$ cat src/rtl/sulf_pkg.sv
package sulf_pkg;

    localparam int MAX_PAYLOAD_DEF = 32;
    localparam int QUEUE_DEPTH_DEF = 4;

    localparam int CFG_IDX_W  = 2;
    localparam int CFG_DATA_W = 16;

    localparam logic [CFG_IDX_W-1:0] CFG_MODE_COUNT      = 2'd0;
    localparam logic [CFG_IDX_W-1:0] CFG_HEARTBEAT_LIMIT = 2'd1;
    localparam logic [CFG_IDX_W-1:0] CFG_EXPECTED_SIZE   = 2'd2;

    localparam logic [1:0] KIND_RX   = 2'd0;
    localparam logic [1:0] KIND_TX   = 2'd1;
    localparam logic [1:0] KIND_TICK = 2'd2;

    localparam logic [7:0] LINK_NACK   = 8'h02;
    localparam logic [7:0] LINK_SELECT = 8'h43;
    localparam logic [7:0] MSG_CMD     = 8'h40;
    localparam logic [7:0] MSG_DATA    = 8'hc0;
    localparam logic [7:0] EXT_MODE    = 8'h06;
    localparam logic [7:0] MASK_KIND   = 8'hc0;
    localparam logic [7:0] MASK_MODE   = 8'h07;
    localparam logic [7:0] CHECK_SEED  = 8'hff;

    localparam logic [3:0]  MODE_COUNT_RST = 4'd1;
    localparam logic [15:0] HB_LIMIT_RST   = 16'd1000;
    localparam logic [5:0]  EXP_SIZE_RST   = 6'd4;

    // work handed from the front end to the back end, one per accepted item
    typedef struct packed {
        logic       tx;
        logic       has_hdr;
        logic       has_chk;
        logic [7:0] hdr;
        logic [7:0] data;
        logic [7:0] chk;
        logic       rx_valid;
        logic [4:0] rx_idx;
        logic [2:0] mode;
        logic       resync;
    } t_desc;

    typedef struct packed {
        logic       tx_valid;
        logic [7:0] tx_byte;
        logic       tx_frame_end;
        logic       rx_data_valid;
        logic [4:0] rx_data_index;
        logic [7:0] rx_data_value;
        logic [2:0] active_mode;
        logic       resync_request;
        logic       result_last;
    } t_beat;

endpackage

$ cat src/rtl/sensor_uart_link_framer.sv
// Sensor-side link engine for a host-polled UART sensor protocol. Each input beat is a
// received line byte, a transmit payload byte or a time tick, with kind selecting which.
// The front end accepts one input beat per cycle while its four-entry work queue has room,
// parses host messages (NACK, SELECT with checksum, extended-mode command plus data
// message), frames transmit bytes and counts heartbeat ticks. The back end expands each
// queued item into result beats through a registered output stage, one beat per cycle
// while i_ready allows: received bytes and ticks give one beat, a transmit byte one to
// three (header, payload byte, closing checksum). Sustained throughput is therefore one
// item per cycle for receive and tick traffic while i_ready allows, set by the single
// result port of the back end. The user must write configuration through i_cfg_we,
// i_cfg_addr and i_cfg_wdata only while the block is idle; the block does not enforce it.
module sensor_uart_link_framer #(
    parameter int MAX_PAYLOAD = sulf_pkg::MAX_PAYLOAD_DEF,
    parameter int QUEUE_DEPTH = sulf_pkg::QUEUE_DEPTH_DEF
) (
    input  logic                            i_clk,
    input  logic                            i_rst_n,
    input  logic                            i_cfg_we,
    input  logic [sulf_pkg::CFG_IDX_W-1:0]  i_cfg_addr,
    input  logic [sulf_pkg::CFG_DATA_W-1:0] i_cfg_wdata,
    input  logic                            i_valid,
    output logic                            o_ready,
    input  logic [1:0]                      i_kind,
    input  logic [7:0]                      i_data_byte,
    input  logic [2:0]                      i_tx_size_code,
    output logic                            o_valid,
    input  logic                            i_ready,
    output logic                            o_tx_valid,
    output logic [7:0]                      o_tx_byte,
    output logic                            o_tx_frame_end,
    output logic                            o_rx_data_valid,
    output logic [4:0]                      o_rx_data_index,
    output logic [7:0]                      o_rx_data_value,
    output logic [2:0]                      o_active_mode,
    output logic                            o_resync_request,
    output logic                            o_result_last
);

    localparam int DescW = $bits(sulf_pkg::t_desc);

    logic            push, pop, q_full, q_empty;
    sulf_pkg::t_desc push_desc, head_desc;
    logic [DescW-1:0] head_bits;
    sulf_pkg::t_beat beat;

    sulf_front #(
        .MAX_PAYLOAD(MAX_PAYLOAD)
    ) u_front (
        .i_clk          (i_clk),
        .i_rst_n        (i_rst_n),
        .i_valid        (i_valid),
        .o_ready        (o_ready),
        .i_kind         (i_kind),
        .i_data_byte    (i_data_byte),
        .i_tx_size_code (i_tx_size_code),
        .i_cfg_we       (i_cfg_we),
        .i_cfg_addr     (i_cfg_addr),
        .i_cfg_wdata    (i_cfg_wdata),
        .i_q_full       (q_full),
        .o_push         (push),
        .o_desc         (push_desc)
    );

    sulf_queue #(
        .WIDTH(DescW),
        .DEPTH(QUEUE_DEPTH)
    ) u_queue (
        .i_clk   (i_clk),
        .i_rst_n (i_rst_n),
        .i_push  (push),
        .i_wdata (push_desc),
        .i_pop   (pop),
        .o_rdata (head_bits),
        .o_full  (q_full),
        .o_empty (q_empty)
    );

    assign head_desc = sulf_pkg::t_desc'(head_bits);

    sulf_back u_back (
        .i_clk     (i_clk),
        .i_rst_n   (i_rst_n),
        .i_desc    (head_desc),
        .i_q_empty (q_empty),
        .o_pop     (pop),
        .o_valid   (o_valid),
        .i_ready   (i_ready),
        .o_beat    (beat)
    );

    assign o_tx_valid       = beat.tx_valid;
    assign o_tx_byte        = beat.tx_byte;
    assign o_tx_frame_end   = beat.tx_frame_end;
    assign o_rx_data_valid  = beat.rx_data_valid;
    assign o_rx_data_index  = beat.rx_data_index;
    assign o_rx_data_value  = beat.rx_data_value;
    assign o_active_mode    = beat.active_mode;
    assign o_resync_request = beat.resync_request;
    assign o_result_last    = beat.result_last;

    a_no_push_when_full: assert property (@(posedge i_clk) disable iff (!i_rst_n)
        !(push && q_full))
        else $error("work queue overflow");

    a_frame_end_is_last: assert property (@(posedge i_clk) disable iff (!i_rst_n)
        o_valid && o_tx_frame_end |-> o_tx_valid && o_result_last)
        else $error("frame checksum beat not last of its item");

    a_rx_data_single: assert property (@(posedge i_clk) disable iff (!i_rst_n)
        o_valid && o_rx_data_valid |-> !o_tx_valid && o_result_last)
        else $error("host payload beat mixed with transmit beat");

endmodule

$ cat src/rtl/sulf_front.sv
module sulf_front #(
    parameter int MAX_PAYLOAD = sulf_pkg::MAX_PAYLOAD_DEF
) (
    input  logic                                i_clk,
    input  logic                                i_rst_n,
    input  logic                                i_valid,
    output logic                                o_ready,
    input  logic [1:0]                          i_kind,
    input  logic [7:0]                          i_data_byte,
    input  logic [2:0]                          i_tx_size_code,
    input  logic                                i_cfg_we,
    input  logic [sulf_pkg::CFG_IDX_W-1:0]      i_cfg_addr,
    input  logic [sulf_pkg::CFG_DATA_W-1:0]     i_cfg_wdata,
    input  logic                                i_q_full,
    output logic                                o_push,
    output sulf_pkg::t_desc                     o_desc
);

    localparam int LenW = $clog2(MAX_PAYLOAD + 1);
    localparam logic [2:0] MaxCode = 3'(LenW - 1);
    localparam logic [7:0] MaxSize = 8'(MAX_PAYLOAD);

    typedef enum logic [7:0] {
        PH_IDLE      = 8'b0000_0001,
        PH_SEL_MODE  = 8'b0000_0010,
        PH_SEL_CHECK = 8'b0000_0100,
        PH_EXT_VALUE = 8'b0000_1000,
        PH_EXT_CHECK = 8'b0001_0000,
        PH_DATA_HDR  = 8'b0010_0000,
        PH_PAYLOAD   = 8'b0100_0000,
        PH_PAY_CHECK = 8'b1000_0000
    } t_rx_phase;

    logic [3:0]  r_mode_count;
    logic [15:0] r_hb_limit;
    logic [5:0]  r_exp_size;

    t_rx_phase       r_phase, n_phase;
    logic [7:0]      r_rx_chk, n_rx_chk;
    logic [7:0]      r_pend, n_pend;
    logic [LenW-1:0] r_rem, n_rem;
    logic [4:0]      r_pos, n_pos;
    logic [2:0]      r_mode, n_mode;
    logic [15:0]     r_ticks, n_ticks;
    logic            r_in_frame, n_in_frame;
    logic [LenW-1:0] r_left, n_left;
    logic [7:0]      r_tx_chk, n_tx_chk;

    logic            accept;
    logic [7:0]      b;
    logic [7:0]      size;
    logic [LenW-1:0] rem_dec;
    logic [15:0]     t_inc;
    logic [2:0]      code_sat;
    logic [7:0]      hdr;
    logic [LenW-1:0] left_cur, left_dec;
    logic [7:0]      chk_cur;
    sulf_pkg::t_desc desc;

    assign o_ready = !i_q_full;
    assign accept  = i_valid && !i_q_full;
    assign o_push  = accept;
    assign o_desc  = desc;
    assign b       = i_data_byte;

    always_comb begin
        n_phase    = r_phase;
        n_rx_chk   = r_rx_chk;
        n_pend     = r_pend;
        n_rem      = r_rem;
        n_pos      = r_pos;
        n_mode     = r_mode;
        n_ticks    = r_ticks;
        n_in_frame = r_in_frame;
        n_left     = r_left;
        n_tx_chk   = r_tx_chk;
        desc       = '0;

        size     = 8'd1 << b[5:3];
        rem_dec  = r_rem - LenW'(1);
        t_inc    = (r_ticks != 16'hffff) ? r_ticks + 16'd1 : r_ticks;
        code_sat = (i_tx_size_code > MaxCode) ? MaxCode : i_tx_size_code;
        hdr      = {2'b11, code_sat, r_mode};
        left_cur = r_in_frame ? r_left : (LenW'(1) << code_sat);
        chk_cur  = r_in_frame ? r_tx_chk : (sulf_pkg::CHECK_SEED ^ hdr);
        left_dec = left_cur - LenW'(1);

        if (i_kind == sulf_pkg::KIND_RX) begin
            unique case (r_phase)
                PH_IDLE: begin
                    if (b == sulf_pkg::LINK_NACK) begin
                        n_ticks = '0;
                    end else if (b == sulf_pkg::LINK_SELECT) begin
                        n_rx_chk = sulf_pkg::CHECK_SEED ^ b;
                        n_phase  = PH_SEL_MODE;
                    end else if ((b & sulf_pkg::MASK_KIND) == sulf_pkg::MSG_CMD
                                 && (b & sulf_pkg::MASK_MODE) == sulf_pkg::EXT_MODE) begin
                        n_phase = PH_EXT_VALUE;
                    end
                end
                PH_SEL_MODE: begin
                    n_pend   = b;
                    n_rx_chk = r_rx_chk ^ b;
                    n_phase  = PH_SEL_CHECK;
                end
                PH_SEL_CHECK: begin
                    if (b == r_rx_chk && r_pend < {4'd0, r_mode_count} && r_pend < 8'd8) begin
                        n_mode = r_pend[2:0];
                    end
                    n_phase = PH_IDLE;
                end
                PH_EXT_VALUE: n_phase = PH_EXT_CHECK;
                PH_EXT_CHECK: n_phase = PH_DATA_HDR;
                PH_DATA_HDR: begin
                    n_phase = PH_IDLE;
                    if ((b & sulf_pkg::MASK_KIND) == sulf_pkg::MSG_DATA
                        && size == {2'd0, r_exp_size} && size <= MaxSize
                        && b[2:0] == r_mode) begin
                        n_rem   = size[LenW-1:0];
                        n_pos   = '0;
                        n_phase = PH_PAYLOAD;
                    end
                end
                PH_PAYLOAD: begin
                    desc.rx_valid = 1'b1;
                    desc.rx_idx   = r_pos;
                    desc.data     = b;
                    n_pos         = r_pos + 5'd1;
                    n_rem         = rem_dec;
                    if (rem_dec == '0) begin
                        n_phase = PH_PAY_CHECK;
                    end
                end
                default: n_phase = PH_IDLE;
            endcase
        end else if (i_kind == sulf_pkg::KIND_TX) begin
            desc.tx      = 1'b1;
            desc.has_hdr = !r_in_frame;
            desc.hdr     = hdr;
            desc.data    = b;
            desc.has_chk = (left_dec == '0);
            desc.chk     = chk_cur ^ b;
            n_tx_chk     = chk_cur ^ b;
            n_left       = left_dec;
            n_in_frame   = (left_dec != '0);
        end else if (i_kind == sulf_pkg::KIND_TICK) begin
            if (t_inc > r_hb_limit) begin
                desc.resync = 1'b1;
                n_ticks     = '0;
                n_phase     = PH_IDLE;
            end else begin
                n_ticks = t_inc;
            end
        end
        desc.mode = n_mode;
    end

    always_ff @(posedge i_clk) begin
        if (!i_rst_n) begin
            r_phase    <= PH_IDLE;
            r_rx_chk   <= '0;
            r_pend     <= '0;
            r_rem      <= '0;
            r_pos      <= '0;
            r_mode     <= '0;
            r_ticks    <= '0;
            r_in_frame <= 1'b0;
            r_left     <= '0;
            r_tx_chk   <= '0;
        end else if (accept) begin
            r_phase    <= n_phase;
            r_rx_chk   <= n_rx_chk;
            r_pend     <= n_pend;
            r_rem      <= n_rem;
            r_pos      <= n_pos;
            r_mode     <= n_mode;
            r_ticks    <= n_ticks;
            r_in_frame <= n_in_frame;
            r_left     <= n_left;
            r_tx_chk   <= n_tx_chk;
        end
    end

    always_ff @(posedge i_clk) begin
        if (!i_rst_n) begin
            r_mode_count <= sulf_pkg::MODE_COUNT_RST;
            r_hb_limit   <= sulf_pkg::HB_LIMIT_RST;
            r_exp_size   <= sulf_pkg::EXP_SIZE_RST;
        end else if (i_cfg_we) begin
            if (i_cfg_addr == sulf_pkg::CFG_MODE_COUNT) begin
                r_mode_count <= i_cfg_wdata[3:0];
            end
            if (i_cfg_addr == sulf_pkg::CFG_HEARTBEAT_LIMIT) begin
                r_hb_limit <= i_cfg_wdata[15:0];
            end
            if (i_cfg_addr == sulf_pkg::CFG_EXPECTED_SIZE) begin
                r_exp_size <= i_cfg_wdata[5:0];
            end
        end
    end

endmodule

$ cat src/rtl/sulf_queue.sv
module sulf_queue #(
    parameter int WIDTH = $bits(sulf_pkg::t_desc),
    parameter int DEPTH = sulf_pkg::QUEUE_DEPTH_DEF
) (
    input  logic             i_clk,
    input  logic             i_rst_n,
    input  logic             i_push,
    input  logic [WIDTH-1:0] i_wdata,
    input  logic             i_pop,
    output logic [WIDTH-1:0] o_rdata,
    output logic             o_full,
    output logic             o_empty
);

    localparam int PtrW = $clog2(DEPTH);
    localparam int CntW = $clog2(DEPTH + 1);
    localparam logic [PtrW-1:0] LastPtr = PtrW'(DEPTH - 1);

    logic [WIDTH-1:0] r_mem [DEPTH];
    logic [PtrW-1:0]  r_wr, r_rd;
    logic [CntW-1:0]  r_cnt;
    logic             do_push, do_pop;

    assign o_full  = (r_cnt == CntW'(DEPTH));
    assign o_empty = (r_cnt == '0);
    assign o_rdata = r_mem[r_rd];
    assign do_push = i_push && !o_full;
    assign do_pop  = i_pop && !o_empty;

    always_ff @(posedge i_clk) begin
        if (do_push) begin
            r_mem[r_wr] <= i_wdata;
        end
    end

    always_ff @(posedge i_clk) begin
        if (!i_rst_n) begin
            r_wr  <= '0;
            r_rd  <= '0;
            r_cnt <= '0;
        end else begin
            if (do_push) begin
                r_wr <= (r_wr == LastPtr) ? '0 : r_wr + PtrW'(1);
            end
            if (do_pop) begin
                r_rd <= (r_rd == LastPtr) ? '0 : r_rd + PtrW'(1);
            end
            if (do_push && !do_pop) begin
                r_cnt <= r_cnt + CntW'(1);
            end else if (do_pop && !do_push) begin
                r_cnt <= r_cnt - CntW'(1);
            end
        end
    end

endmodule

$ cat src/rtl/sulf_back.sv
module sulf_back (
    input  logic            i_clk,
    input  logic            i_rst_n,
    input  sulf_pkg::t_desc i_desc,
    input  logic            i_q_empty,
    output logic            o_pop,
    output logic            o_valid,
    input  logic            i_ready,
    output sulf_pkg::t_beat o_beat
);

    localparam logic [1:0] BEAT_HDR  = 2'd0;
    localparam logic [1:0] BEAT_DATA = 2'd1;
    localparam logic [1:0] BEAT_CHK  = 2'd2;

    logic            r_started;
    logic [1:0]      r_beat;
    logic            r_ov;
    sulf_pkg::t_beat r_out;

    logic            take, fire, last;
    logic [1:0]      beat_sel;
    sulf_pkg::t_beat beat;

    assign take = !r_ov || i_ready;
    assign fire = take && !i_q_empty;

    always_comb begin
        if (r_started) begin
            beat_sel = r_beat;
        end else if (i_desc.tx && i_desc.has_hdr) begin
            beat_sel = BEAT_HDR;
        end else begin
            beat_sel = BEAT_DATA;
        end
        last = (beat_sel == BEAT_CHK)
               || (beat_sel == BEAT_DATA && !(i_desc.tx && i_desc.has_chk));

        beat.tx_valid       = i_desc.tx;
        beat.tx_byte        = '0;
        if (i_desc.tx) begin
            unique case (beat_sel)
                BEAT_HDR: beat.tx_byte = i_desc.hdr;
                BEAT_CHK: beat.tx_byte = i_desc.chk;
                default:  beat.tx_byte = i_desc.data;
            endcase
        end
        beat.tx_frame_end   = (beat_sel == BEAT_CHK);
        beat.rx_data_valid  = i_desc.rx_valid;
        beat.rx_data_index  = i_desc.rx_idx;
        beat.rx_data_value  = i_desc.tx ? 8'd0 : i_desc.data;
        beat.active_mode    = i_desc.mode;
        beat.resync_request = i_desc.resync;
        beat.result_last    = last;
    end

    assign o_pop   = fire && last;
    assign o_valid = r_ov;
    assign o_beat  = r_out;

    always_ff @(posedge i_clk) begin
        if (fire) begin
            r_out <= beat;
        end
    end

    always_ff @(posedge i_clk) begin
        if (!i_rst_n) begin
            r_ov      <= 1'b0;
            r_started <= 1'b0;
            r_beat    <= BEAT_HDR;
        end else begin
            if (take) begin
                r_ov <= !i_q_empty;
            end
            if (fire) begin
                r_started <= !last;
                r_beat    <= (beat_sel == BEAT_HDR) ? BEAT_DATA : BEAT_CHK;
            end
        end
    end

endmodule
$ cat config.mk
export PLATFORM = sky130hd
export DESIGN_NAME = sensor_uart_link_framer
export DESIGN_NICKNAME = d
export VERILOG_FILES = /design/src/rtl/sulf_pkg.sv /design/src/rtl/sensor_uart_link_framer.sv /design/src/rtl/sulf_front.sv /design/src/rtl/sulf_queue.sv /design/src/rtl/sulf_back.sv
export SDC_FILE = /design/constraint.sdc
export NUM_CORES = 1
export LEC_CHECK = 0
export BUFFER_PORTS_ARGS = -buffer_cell sky130_fd_sc_hd__buf_2
export CAP_MARGIN = 20
export CORE_MARGIN = 2
export CORE_UTILIZATION = 50
export CTS_BUF_LIST = sky130_fd_sc_hd__clkbuf_8
export DETAILED_ROUTE_END_ITERATION = 8
export GPL_TIMING_DRIVEN = 1
export HOLD_SLACK_MARGIN = 0.1
export PLACE_DENSITY = 0.67
export SLEW_MARGIN = 20
export SYNTH_ARGS = -nofsm -noshare
export SYNTH_HDL_FRONTEND = slang
export SYNTH_SLANG_ARGS = --single-unit
$ cat constraint.sdc
create_clock -name i_clk -period 4.13 [get_ports i_clk]
set_input_delay 0.413 -clock i_clk [delete_from_list [all_inputs] [get_ports i_clk]]
set_output_delay 0.413 -clock i_clk [all_outputs]
set_load 0.005 [all_outputs]
==> results.md <==
* Final TNS setup at 0 ns
* Status: completed
* Die H at 163 um
* DRT Wirelength at 28.0 mm
* Initial DRC Count at 656
* Cell Count, Final, Fillers Out at 1571
* Final Hold Fails at 0
* # setup viols final at 0
* GRT met2 Usage at 34.1%
* Hold slack at 0.127 ns
* Fmax at 259 MHz
* Worst-Skew Late Latency at roughly 0.56 ns
* RSZ-0062 raised after global routing: false
* Syn_nets at 1181
* Worst EP required at 4.62 ns
* Ranking of synthesized cells by area: edfxtp_1 (40%), dfxtp_1 (17%), mux4_2 (6.1%), a21oi_1 (4.4%), nand2_1 (3.1%)
* Layout area overhead at 13.5%
* Mean cell area of the mapped netlist at 11.4 um^2
* Synth unique cells at 68
* Most frequent cells in the layout: edfxtp_1 (169), a21oi_1 (110), dfxtp_1 (107)
* Crit Path Max Fanout at 8
* Total number of yosys warnings at 0
* Period minus WS final at ~3.9 ns
* DPL Wire Length at 18.3 mm
* Min-Delay Path Class: in2reg
* Most common cell after layout, fill and taps aside: edfxtp_1
* CTS max path bufs at 3
* Vias at ~8.9k
* Max-cap violations at 0
* Gr usage total at between 20 and 25%
* Htree depth at 2
* Fin crit share at 93.6%
* WL/cell at 17.8 um
* CORE AREA at 0.0250 mm^2
* Worst Max-Slew Pin Slew at 1.03 ns
* Worst Setup End Kind: flop
* Initial antenna violation count at 0
* Pwr per Cell Area at 490 mW/mm^2
* Post-synth EDFFs at 169
* Largest net degree at the start of global routing at 44
* M1 GR Usage at 30.7%
* Row count at 58
* Final Power at 7.03 mW
* Syn Inst Count at 1113
* Layout cell share with drive strength beyond 1 at 16.6%
* First-pass GRT wire length at about 45 mm
* Synth Register Bits at 277
* Startpoint types: flop
* Clock Pin Slew Worst Setup and Hold Paths at around 0.06 ns
* Dpl cells at 1473
* Die area at 0.0266 mm^2
* Post-detailed-route count of antenna-violating nets at 0
* Share of the synthesized area in the top cell type at 40.1%
* Maximum VDD drop at 0.264 mV
* Lkg Pwr at 5.25 nW
* Final Net Count at about 1.3k
* WS Path Type: reg2reg
* Finished Cell Area at approximately 0.014 mm^2
* Post-synth top area cell: edfxtp_1
* Number of buffers created by CTS at 46
* Clk sink count at 277
* Global route overflow at 0
* Sequential fraction of the synthesis area at 57.3%
* Final Skew at 0.0164 ns
* Initial Utilization at between 50% and 60%
* Residual DRC at 0
* Worst setup margin at approximately 0.26 ns
* Busiest layer in global routing: met2
* Routability cong. at 0.869
* GR met3 Demand/Resource at roughly 3.6%
* Pre-CTS WS at around 0.25 ns
* Synth Flop Type: edfxtp_1
* Max Slew Vio Count at 0
* Slew HR at 31.2%
* Vias/cell at 5.65
* Cell Area, Synth at about 0.013 mm^2
* Post-CTS Setup Bufs at 0
* Ys async rst share at 0%
* CTS tree: done
* Top Ports at 67
* Clk root buf: clkbuf_8
* Placed Area at 0.0133 mm^2
* Crit path DAT at 4.36 ns
* Vias in the first global route at 8579
* Drt pass-1 iters at 5
* Fin util at 57.3%
* Die width at around 160 um
* N_diodes at 0
* Port buffer count at 66
==> cell type report <==
type / instances / area [um^2]
Fill cell: 2090 / 10700
Sequential cell: 277 / 7240
Multi-Input combinational cell: 729 / 5000
Clock buffer: 48 / 661
Timing Repair Buffer: 99 / 611
Tap cell: 330 / 413
Clock inverter: 37 / 223
Inverter: 51 / 191
==> cells in the mapped netlist, types with 3 or more instances <==
| cell | number |
|---|---|
| mux4_2 | 34 |
| nand3_1 | 27 |
| a21o_1 | 4 |
| inv_1 | 50 |
| edfxtp_1 | 169 |
| dfxtp_1 | 108 |
| mux2i_1 | 25 |
| clkbuf_1 | 37 |
| a41oi_1 | 3 |
| xor2_1 | 19 |
| nor2b_1 | 21 |
| or4_1 | 5 |
| nor4_1 | 13 |
| nand4_1 | 14 |
| nand2_1 | 106 |
| and4_1 | 3 |
| a31oi_1 | 7 |
| o21ai_0 | 37 |
| nand3b_1 | 7 |
| nor3_1 | 27 |
| ha_1 | 31 |
| a22oi_1 | 13 |
| o31ai_1 | 5 |
| o22ai_1 | 9 |
| o211ai_1 | 11 |
| mux2_2 | 6 |
| nor2_1 | 94 |
| nor3b_1 | 7 |
| nand2b_1 | 5 |
| xnor2_1 | 13 |
| and3b_1 | 3 |
| o21a_1 | 5 |
| a221o_1 | 4 |
| or3_1 | 7 |
| buf_1 | 13 |
| and3_1 | 13 |
| a21oi_1 | 111 |
| and2_1 | 6 |
| buf_2 | 5 |
==> critical path: stages (launching register included) <==
cell and delay (ns):
dfxtp_1 0.48, nand4_4 0.18, or3_1 0.52, or3_4 0.43
a21oi_1 0.25, ha_1 0.29, a21oi_1 0.13, o21ai_0 0.12
a2111o_1 0.46, o31a_1 0.32, nor3_1 0.40, a221o_1 0.23
==> final timing paths <==
kind	startpoint	endpoint	slack [ns]	cells past startpoint
worst min-delay path	i_cfg_wdata[1]	u_front.r_mode_count[1]$_SDFFE_PN0P_	0.13	3
worst min register to register	u_front.r_hb_limit[1]$_SDFFE_PN0P_	u_front.r_hb_limit[1]$_SDFFE_PN0P_	0.45	2
worst max register to register	u_front.r_ticks[8]$_SDFFE_PN0P_	u_front.r_ticks[8]$_SDFFE_PN0P_	0.26	11
worst max-delay path	u_front.r_ticks[8]$_SDFFE_PN0P_	u_front.r_ticks[8]$_SDFFE_PN0P_	0.26	11
==> report_power, final <==
part / internal (mW) / switching, mW
sequential: 3.33 / 0.120
combinational: 0.533 / 0.732
clock: 1.22 / 1.10
==> logic make-up (layout without fill, tap and decap cells) <==
family          count (synthesis)  count (layout)  synth area share, %
compound gates                231             231                 11.1
xor+xnor                       32              32                 2.22
fa+ha+maj                      32              32                 3.23
buf+inv                       107             235                 3.29
flops                         277             277                 57.3
mux                            65              65                 8.57
simple gates                  369             369                 14.4
==> metal layers <==
layer / part of all wire [%] / vias to the layer above / wire [um]
li1: - / 4307 / -
met1: 46 / 4264 / 13000
met2: 46 / 258 / 12800
met3: 6.0 / 45 / 1690
met4: 1.7 / 0 / 490
met5: 0 / - / 0
==> state kept, by name, indices dropped and copies added (netlist names), 8 cells and up, named ones only <==
signal,flops
u_front.r_tx_chk,8
u_front.r_ticks,16
u_front.r_phase,8
u_queue.r_mem,140
u_front.r_pend,8
u_front.r_hb_limit,16
u_front.r_rx_chk,8
u_back.o_beat,29
==> what timing repair did <==
action	4_1_cts	5_1_grt
hold buffers	13	0
resized for setup	0	2
setup endpoints to repair	0	16
hold endpoints to repair	13	0
Power figures use the tool's default switching activity.
